<file path="src/design/bpl_pkg.sv">
`default_nettype none
package bpl_pkg;

  localparam int SAMPLE_W        = 16;
  localparam int THR_W           = 13;
  localparam int DIV_W           = 15;                 // divisor never exceeds 32767
  localparam int PROD_W          = SAMPLE_W + THR_W;   // |sample| * threshold
  localparam int CNT_W           = 5;                  // counts PROD_W divide steps
  localparam int MAX_SAMPLES_DEF = 64;
  localparam logic [THR_W-1:0] THRESHOLD_RESET = 13'd5000;

  typedef enum logic [2:0] {
    S_FILL,
    S_DECIDE,
    S_READ,
    S_MUL,
    S_DIV,
    S_OUT
  } state_t;

endpackage
`default_nettype wire

</file>
<file path="src/design/bpl_ram.sv">
`default_nettype none
module bpl_ram #(
  parameter int WIDTH = 16,
  parameter int DEPTH = 64,
  localparam int AW = (DEPTH > 1) ? $clog2(DEPTH) : 1
) (
  input  wire logic             clk,
  input  wire logic             we,
  input  wire logic [AW-1:0]    waddr,
  input  wire logic [WIDTH-1:0] wdata,
  input  wire logic [AW-1:0]    raddr,
  output logic      [WIDTH-1:0] rdata
);

  logic [WIDTH-1:0] mem [DEPTH];

  always_ff @(posedge clk) begin
    if (we) begin
      mem[waddr] <= wdata;
    end
    rdata <= mem[raddr];
  end

endmodule
`default_nettype wire

</file>
<file path="src/design/buffer_peak_limiter.sv">
// input: a sample without the end mark is taken in S_FILL; the sample that ends the
// buffer (or fills the store) is followed by S_DECIDE, which picks the divisor
// output: each result word goes through store read, multiply, a 29-step restoring
// divide in one shared subtractor and output hold; a zero divisor skips the divide
// reset: synchronous active-high rst sets threshold to 5000, clears peak, fill and flag
`default_nettype none
module buffer_peak_limiter
  import bpl_pkg::*;
#(
  parameter int MAX_SAMPLES = MAX_SAMPLES_DEF
) (
  input  wire logic                       clk,
  input  wire logic                       rst,
  input  wire logic                       cfg_valid,
  output logic                            cfg_ready,
  input  wire logic [THR_W-1:0]           threshold,
  input  wire logic                       in_valid,
  output logic                            in_stall,
  input  wire logic signed [SAMPLE_W-1:0] sample_in,
  input  wire logic                       last_in,
  output logic                            out_valid,
  input  wire logic                       out_stall,
  output logic signed [SAMPLE_W-1:0]      sample_out,
  output logic                            last_out
);

  localparam int AW = (MAX_SAMPLES > 1) ? $clog2(MAX_SAMPLES) : 1;
  localparam int FW = $clog2(MAX_SAMPLES + 1);
  localparam logic [FW-1:0]    FULL     = FW'(MAX_SAMPLES);
  localparam logic [CNT_W-1:0] DIV_LAST = CNT_W'(PROD_W - 1);

  state_t state, state_next;

  logic [THR_W-1:0]           thr;
  logic signed [SAMPLE_W-1:0] peak;
  logic                       over;
  logic [FW-1:0]              fill;
  logic [FW-1:0]              k;
  logic [DIV_W-1:0]           q;
  logic [DIV_W-1:0]           rem;
  logic [PROD_W-1:0]          quo;
  logic [CNT_W-1:0]           cnt;
  logic                       neg;
  logic signed [SAMPLE_W-1:0] res;

  logic                       we;
  logic signed [SAMPLE_W-1:0] rdata;

  logic [FW-1:0]              fill_inc;
  logic [FW-1:0]              k_inc;
  logic                       last_k;
  logic signed [SAMPLE_W-1:0] thr_s;
  logic [SAMPLE_W-1:0]        diff;
  logic [SAMPLE_W-1:0]        half;
  logic [DIV_W-1:0]           q_next;
  logic [SAMPLE_W-1:0]        mag;
  logic [PROD_W-1:0]          prod;
  logic [DIV_W:0]             trial;
  logic                       ge;
  logic [DIV_W:0]             trial_sub;
  logic [DIV_W-1:0]           rem_next;
  logic [PROD_W-1:0]          quo_next;

  bpl_ram #(
    .WIDTH(SAMPLE_W),
    .DEPTH(MAX_SAMPLES)
  ) u_store (
    .clk  (clk),
    .we   (we),
    .waddr(fill[AW-1:0]),
    .wdata(sample_in),
    .raddr(k[AW-1:0]),
    .rdata(rdata)
  );

  assign cfg_ready = 1'b1;
  assign fill_inc  = fill + FW'(1);
  assign k_inc     = k + FW'(1);
  assign last_k    = (k_inc == fill);
  assign thr_s     = $signed({{(SAMPLE_W-THR_W){1'b0}}, thr});

  // halfway point between peak and threshold, rounded toward the peak
  assign diff = $unsigned(peak) - $unsigned(thr_s);
  assign half = $unsigned(peak) - {1'b0, diff[SAMPLE_W-1:1]};

  always_comb begin
    if (over) begin
      q_next = peak[DIV_W-1:0];
    end else if (peak > thr_s) begin
      q_next = half[DIV_W-1:0];
    end else begin
      q_next = DIV_W'(thr);
    end
  end

  // magnitude times threshold, sign applied after the divide
  assign mag  = rdata[SAMPLE_W-1] ? $unsigned(-rdata) : $unsigned(rdata);
  assign prod = PROD_W'(mag) * PROD_W'(thr);

  // one restoring divide step
  assign trial     = {rem, quo[PROD_W-1]};
  assign ge        = (trial >= {1'b0, q});
  assign trial_sub = trial - {1'b0, q};
  assign rem_next  = ge ? trial_sub[DIV_W-1:0] : trial[DIV_W-1:0];
  assign quo_next  = {quo[PROD_W-2:0], ge};

  always_ff @(posedge clk) begin
    if (rst) begin
      state <= S_FILL;
    end else begin
      state <= state_next;
    end
  end

  always_comb begin
    state_next = state;
    in_stall   = 1'b1;
    out_valid  = 1'b0;
    we         = 1'b0;
    unique case (state)
      S_FILL: begin
        in_stall = 1'b0;
        we       = in_valid;
        if (in_valid && (last_in || fill_inc == FULL)) begin
          state_next = S_DECIDE;
        end
      end
      S_DECIDE: begin
        state_next = S_READ;
      end
      S_READ: begin
        state_next = S_MUL;
      end
      S_MUL: begin
        state_next = (q == '0) ? S_OUT : S_DIV;
      end
      S_DIV: begin
        if (cnt == DIV_LAST) begin
          state_next = S_OUT;
        end
      end
      S_OUT: begin
        out_valid = 1'b1;
        if (!out_stall) begin
          state_next = last_k ? S_FILL : S_READ;
        end
      end
      default: begin
        state_next = S_FILL;
      end
    endcase
  end

  always_ff @(posedge clk) begin
    if (rst) begin
      thr  <= THRESHOLD_RESET;
      peak <= '0;
      over <= 1'b0;
      fill <= '0;
      k    <= '0;
    end else begin
      if (cfg_valid) begin
        thr <= threshold;
      end
      unique case (state)
        S_FILL: begin
          if (in_valid) begin
            fill <= fill_inc;
            if (sample_in > thr_s) begin
              over <= 1'b1;
              if (sample_in > peak) begin
                peak <= sample_in;
              end
            end
          end
        end
        S_DECIDE: begin
          q    <= q_next;
          over <= 1'b0;
          k    <= '0;
          if (!over) begin
            peak <= thr_s;
          end
        end
        S_READ: begin
        end
        S_MUL: begin
          neg <= rdata[SAMPLE_W-1];
          res <= rdata;
          quo <= prod;
          rem <= '0;
          cnt <= '0;
        end
        S_DIV: begin
          rem <= rem_next;
          quo <= quo_next;
          cnt <= cnt + CNT_W'(1);
          if (cnt == DIV_LAST) begin
            res <= neg ? -$signed(quo_next[SAMPLE_W-1:0]) : $signed(quo_next[SAMPLE_W-1:0]);
          end
        end
        S_OUT: begin
          if (!out_stall) begin
            k <= k_inc;
            if (last_k) begin
              fill <= '0;
            end
          end
        end
        default: begin
        end
      endcase
    end
  end

  assign sample_out = res;
  assign last_out   = last_k;

`ifndef SYNTH
  // store never overflows while words are taken
  a_fill_room: assert property (@(posedge clk) disable iff (rst)
    !in_stall |-> fill < FULL)
    else $error("sample taken with store full");

  // partial remainder stays below the divisor
  a_rem_bound: assert property (@(posedge clk) disable iff (rst)
    state == S_DIV |-> rem < q)
    else $error("divide remainder out of range");

  // the final word of a buffer empties the store
  a_buffer_done: assert property (@(posedge clk) disable iff (rst)
    out_valid && !out_stall && last_out |=> fill == '0 && state == S_FILL)
    else $error("store not emptied after last word");

  // kept peak is never negative
  a_peak_pos: assert property (@(posedge clk) disable iff (rst)
    !peak[SAMPLE_W-1])
    else $error("peak level negative");
`endif

endmodule
`default_nettype wire

</file>
<file path="config.mk">
export PLATFORM = sky130hd
export DESIGN_NAME = buffer_peak_limiter
export DESIGN_NICKNAME = d
export VERILOG_FILES = /design/src/design/bpl_pkg.sv /design/src/design/bpl_ram.sv /design/src/design/buffer_peak_limiter.sv
export SDC_FILE = /design/constraint.sdc
export NUM_CORES = 2
export LEC_CHECK = 0
export ABC_AREA = 1
export BUFFER_PORTS_ARGS = -buffer_cell sky130_fd_sc_hd__buf_2
export CAP_MARGIN = 40
export CORE_ASPECT_RATIO = 1.75
export CORE_MARGIN = 1
export CORE_UTILIZATION = 41
export CTS_CLUSTER_DIAMETER = 150
export DETAILED_ROUTE_END_ITERATION = 7
export GPL_TIMING_DRIVEN = 0
export PLACE_DENSITY = 0.56
export RECOVER_POWER = 25
export SKIP_CTS_REPAIR_TIMING = 1
export SLEW_MARGIN = 10
export SYNTH_ARGS = -nofsm -noshare
export SYNTH_HDL_FRONTEND = slang
export SYNTH_SLANG_ARGS = --single-unit
</file>
<file path="constraint.sdc">
create_clock -name clk -period 10.1 [get_ports clk]
set_input_delay 1.515 -clock clk [delete_from_list [all_inputs] [get_ports clk]]
set_output_delay 1.515 -clock clk [all_outputs]
set_load 0.02 [all_outputs]
</file>
======== Yosys cells after proc, flatten, opt, wreduce, memory -nomap -nowiden ========
Memories as Yosys holds them, arrays and structs flattened. A register that Yosys moved wholly into a read port is not among the register bits.
Cells that the tools add are included.
W data, S select, Z words.
word-level totals
  flip-flop bits (word level) ............. 128
  bits in latches ......................... 0
  bits in writable memories ............... 1,024
  bits in read-only memories .............. 0
  input bits .............................. 35
  output and inout bits ................... 20
  word-level logic and storage cells ...... 95
  memories kept ........................... 1
operators by class
  $add $sub $neg .......................... 8
  $mul .................................... 1
  div/mod/pow operators ................... 0
  order comparisons ....................... 4
  equal/unequal tests ..................... 16
  shift-type cells ........................ 0
  multiplexer cells ....................... 35
  bitwise logic cells ..................... 1
  reductions and logical operators ........ 17
memories
  memory       depth  width  read ports  clocked after memory_dff  write ports  RTL line       RTL
  u_store.mem  64     16     1           1                         1            bpl_ram.sv:15  logic [WIDTH-1:0] mem [DEPTH];
operator list
  kind                   number
  $mux W16               7
  $pmux W16 S2           2
  $pmux W29 S2           1
  $mux W15               3
  $gt A16 B14 Y1         2
  $neg A16 Y16           2
  $pmux W15 S2           1
  $sub A15 B15 Y15       2
  $mul A16 B13 Y29       1
  $mux W7                4
  $pmux W7 S2            2
  $pmux W3 S6            1
  $ge A16 B15 Y1         1
  $gt A16 B16 Y1         1
  $ne A2 B2 Y1 const B   8
  $sub A16 B13 Y16       1
  $logic_not A15 Y1      1
  $add A7 B1 Y7 const B  2
  $pmux W5 S2            1
  $mux W3                3
  $reduce_and A3 Y1      3
  $mux W1                8
  $reduce_and A2 Y1      4
  $reduce_bool A2 Y1     4
  15 further kinds       17

======== Longest topological paths before layout ========
  depth after elaboration ................. 6
  gate-level depth with buffers ........... 34
  depth with buffers taken out ............ 34

======== Cells and area by module ========
Synthesis repeated with hierarchy kept, for this count alone.
unflattened totals
  cells, all modules ...................... 5,767
  area, all modules ....................... 58,615.0 um^2
modules (own cells, without submodules)
  module               instances  cells each  area each (um^2)  seq. area each (um^2)
  bpl_ram              1          3,517       42,099.1          31,069.8
  buffer_peak_limiter  1          2,250       16,515.8          3,373.2

======== Worst setup path before layout ========
No wires, ideal clock.
  path type ............................... reg2reg
  start ................................... register u_store.rdata[0], read port of u_store.mem
  end ..................................... register quo[19] (data pin)
  library setup time ...................... 0.254 ns
  arrival time ............................ 5.459 ns
  required time ........................... 9.846 ns
  setup slack ............................. 4.388 ns
  cell stages (with the launch flop) ...... 32
  path buffers ............................ 0
  period minus slack after synthesis ...... 5.712 ns
  cell sequence ........................... dfxtp_1 inv_1 ha_1 inv_1 nor2_1 inv_1 nor2_1 nand2_1 o21ai_0 or2_2 nand2_1 inv_1 nor2_1 fa_1 inv_1 fa_1 inv_1 fa_1 fa_1 inv_1 fa_1 inv_1 ha_1 a21oi_1 o21ai_0 nand2_1 nand2_1 a21oi_1 o21ai_0 or2_1 nand3_1 nand2_1
on the way
  longest elaborated chain between the ends .. 4
ends and longest elaborated chain
  item                  RTL line                    RTL
  from (decl)           bpl_ram.sv:12               output logic [WIDTH-1:0] rdata
  $neg A16 Y16          buffer_peak_limiter.sv:97   assign mag = rdata[SAMPLE_W-1] ? $unsigned(-rdata) : $unsigned(rdata);
  $mux W16 *            buffer_peak_limiter.sv:97
  $mul A16 B13 Y29 *    buffer_peak_limiter.sv:98   assign prod = PROD_W'(mag) * PROD_W'(thr);
  $pmux W29 S2 *        buffer_peak_limiter.sv:165  unique case (state)
  to (signal assigned)  buffer_peak_limiter.sv:190  quo <= prod;
  to (signal assigned)  buffer_peak_limiter.sv:196  quo <= quo_next;
  to (decl)             buffer_peak_limiter.sv:41   logic [PROD_W-1:0] quo;
Every way passes the cells marked *; elsewhere a longest branch is shown, timed or not.
A chain may end at the register's enable or synchronous reset.

======== Worst setup path in the final report ========
  start ................................... register u_store.rdata[0], read port of u_store.mem
  end ..................................... register quo[28] (data pin)
The elaborated chain is that of the path after synthesis.

==> flow_summary.toml <==
[grt]
grt.overflow.total = 0
grt_start_max_net_pins = 68
initial_antenna_violation_count = 3
first_global_vias = 43221
grt_first_pass_wirelength_microns = 322000
grt_util_all_layers_pct = 33.1

[placed_design]
dpl_worst_slack_ns = 2.80
gpl.final_weighted_congestion = 0.990
numPlacedInstances = 7084
placed_area_sq_mm = 0.0612
post_detail_place_hpwl_microns = 172000
placement.io_buffers = 52

[yosys]
post_synth_num_cell_types = 55
synth-main-ff-cell = "sky130_fd_sc_hd__edfxtp_1"
post_synthesis_area_per_instance_sq_um = 11.1
gate_count_after_technology_mapping = 5118
synth_async_sr_flop_share_pct = 0
count_of_yosys_warnings_during_synthesis = 0
yosysSeqAreaShare_pct = 60.6
synth-seq-cells = 1168
synth.cell_area_sq_mm = 0.0568
number_of_synthesized_flops_with_an_enable_pin = 1105
synthesis.nets = 5461

[critical_path]
critical_path.startpoint_type = "register"
critical-path-slowest-cell = "sky130_fd_sc_hd__fa_1"
reg2reg_setup_slack_ns = 2.81
cp_slowest_stage_delay_ns = 0.55
worstSetupEndpointType = "register"
critical_path.endpoint = "quo[28]"
worst_ep_required_time_ns = 10.52
class_of_the_most_critical_setup_path = "reg2reg"
cpMostUsedCell = "sky130_fd_sc_hd__inv_1"
rr_endpoint = "quo[28]"
timing.critical_path.from = "u_store.rdata[0]"
worst-path-max-fanout = 8
critical_path.reg2reg.startpoint = "u_store.rdata[0]"
reg2regPathDepth = 31
cp_data_arrival_time_ns = 7.72

[floorplan]
fp-row-count = 180
die_span_x_microns = 283
die_footprint_sq_mm = 0.140
start_util_pct = 41.3
floorplan.core_area_sq_mm = 0.137
dieHeight_microns = 494
io_pins = 55

[run_status]
outcome = "finished with violations"
violated_checks = "DRC, capacitance limit, slew limit"

[route]
wire_per_inst_microns = 32.0
finalWirelength_microns = 233000
drt_first_pass_iters = 8
drc_errors = 3
ant_nets = 0
first_iter_violations = 3848
via_count = 42950
via_per_inst = 5.89

[power]
pwr-share-comb_pct = 31.4
power.net_switching_mw = 4.87
power_leakage_nw = 23.4
power_density_mw_per_mm2 = 219
p_int_mw = 9.30
ir_drop_v = 0.000285
power.sequential.fraction_pct = 39.0
power.clock.fraction_pct = 29.6
net_switching_share_of_the_total_power_pct = 34.4

[final_layout]
post_route_cell_area_sq_mm = 0.0646
final.fill_count = 12811
commonest_cells_after_routing_fill_and_taps_aside = "1105 x sky130_fd_sc_hd__edfxtp_1, 743 x sky130_fd_sc_hd__nor2_1, 563 x sky130_fd_sc_hd__o21ai_0, 532 x sky130_fd_sc_hd__nand2_1, 420 x sky130_fd_sc_hd__inv_1"
layout.core_utilization_pct = 47.0
fin_cells = 7296
finish.net_count = 5727
drive_gt1_share_pct = 9.52
final_common_cell = "sky130_fd_sc_hd__edfxtp_1"
flow.area_growth_from_synthesis_pct = 13.7

[sta]
period_minus_slack_ns = 7.29
finalCritPeriodShare_pct = 72.2
fmax_ghz = 0.137
final-max-slew-violation-count = 727
finalSetupViolCount = 0
max_slew_margin_pct = -155
timing.final.ws_setup_ns = 2.81
fin_tns_setup_ns = 0
final-hold-violation-count = 0
fin_worst_skew_ns = 0.0321
worst_pin_slew_ns = 3.83
rsz_0062_raised_after_global_routing = "false"

[clocking]
clock_sinks = 1168
cts_buffers = 107
clk-insertion-delay-late_ns = 0.79
cts.htree.levels = 3
cts_tree = "yes"
max-clock-path-buffers = 3
cts.root.buffer_cell = "sky130_fd_sc_hd__clkbuf_16"
worst_setup_hold_path_clk_slew_ns = 0.07

[flow_run]
max-cap-violations = 16

[min_path]
hp-class = "reg2reg"
power by group through the flow:
stage	clock (mW)	sequential [mW]	combinational [mW]
detailed placement	0	5.63	4.43
finish	4.19	5.53	4.45
floorplan	0	5.61	3.19
global route	4.37	5.53	5.06
CTS	4.20	5.52	4.45
global placement	0	5.63	4.35
logic make-up (layout without fill, tap and decap cells):
family / count (synthesis) / in the layout / share of synthesized area [%]
mux: 1 / 1 / 0.0176
flops: 1168 / 1168 / 60.6
other cells: 1 / 2 / 0.00660
fa+ha+maj: 308 / 308 / 8.86
buf+inv: 725 / 1082 / 5.13
compound gates: 1179 / 1179 / 12.4
simple gates: 1676 / 1676 / 12.1
xor+xnor: 60 / 60 / 0.925
state kept, by name, summed over array words and instances, names as in the netlist:
name,cells
u_store.mem,1024
quo,29
peak,16
sample_out,16
u_store.rdata,16
q,15
rem,15
thr,13
fill,7
k,7
cnt,5
state,3
neg,1
over,1
worst max-delay path, delay by kind of cell (launching register included):
family	cells	cell delay (ns)
AOI/OAI and AO/OA	3	0.53
buffers and inverters	9	0.99
DFF	1	0.46
and+or+nand+nor	12	2.06
adders and majority gates	7	2.91
synthesized netlist by cell type, types with 31 or more instances:
master | instances | area (sq um)
sky130_fd_sc_hd__a21oi_1 | 126 | 631
sky130_fd_sc_hd__buf_2 | 85 | 425
sky130_fd_sc_hd__clkbuf_1 | 170 | 638
sky130_fd_sc_hd__dfxtp_1 | 63 | 1260
sky130_fd_sc_hd__edfxtp_1 | 1105 | 33200
sky130_fd_sc_hd__fa_1 | 157 | 3140
sky130_fd_sc_hd__ha_1 | 151 | 1890
sky130_fd_sc_hd__inv_1 | 420 | 1580
sky130_fd_sc_hd__nand2_1 | 532 | 2000
sky130_fd_sc_hd__nand3_1 | 236 | 1180
sky130_fd_sc_hd__nor2_1 | 808 | 3030
sky130_fd_sc_hd__o211ai_1 | 119 | 893
sky130_fd_sc_hd__o21ai_0 | 563 | 2820
sky130_fd_sc_hd__o21ai_1 | 60 | 300
sky130_fd_sc_hd__o221ai_1 | 145 | 1270
sky130_fd_sc_hd__o22ai_1 | 113 | 707
sky130_fd_sc_hd__xor2_1 | 31 | 272
worst min path at each step:
stage / from / to / cells after the start
2_1_floorplan: k[6] / k[6] / 2
3_3_place_gp: k[6] / k[6] / 2
3_5_place_dp: k[6] / k[6] / 2
4_1_cts: k[6] / k[6] / 2
5_1_grt: k[6] / k[6] / 2
6_report: k[6] / k[6] / 2
area by class of cell:
type	instances	area, sq um	share of cell area, %
Sequential cell	1168	34400	53.3
Multi-Input combinational cell	3225	19800	30.7
Clock buffer	135	2850	4.42
Tap cell	1820	2280	3.53
Inverter	440	1650	2.56
Timing Repair Buffer	157	1590	2.47
Buffer	285	1260	1.96
Clock inverter	65	651	1.01
Antenna cell	1	2.50	0.00388
per-layer routing:
metal  global-route usage [%]  routed length (microns)
met5                        0                       13
met4                     31.0                    25500
met3                     5.53                    15100
met2                     59.5                   120000
met1                     32.0                    72800
stage by stage:
| stage | hold slack (ns) | total power [mW] |
|---|---|---|
| final | 0.485 | 14.2 |
| after global routing | 0.515 | 15.0 |
| after CTS | 0.487 | 14.2 |
| after detailed placement | 0.477 | 10.1 |
| after global placement | 0.466 | 9.99 |
| after floorplan | 0.455 | 8.81 |
Power figures use the tool's default switching activity.
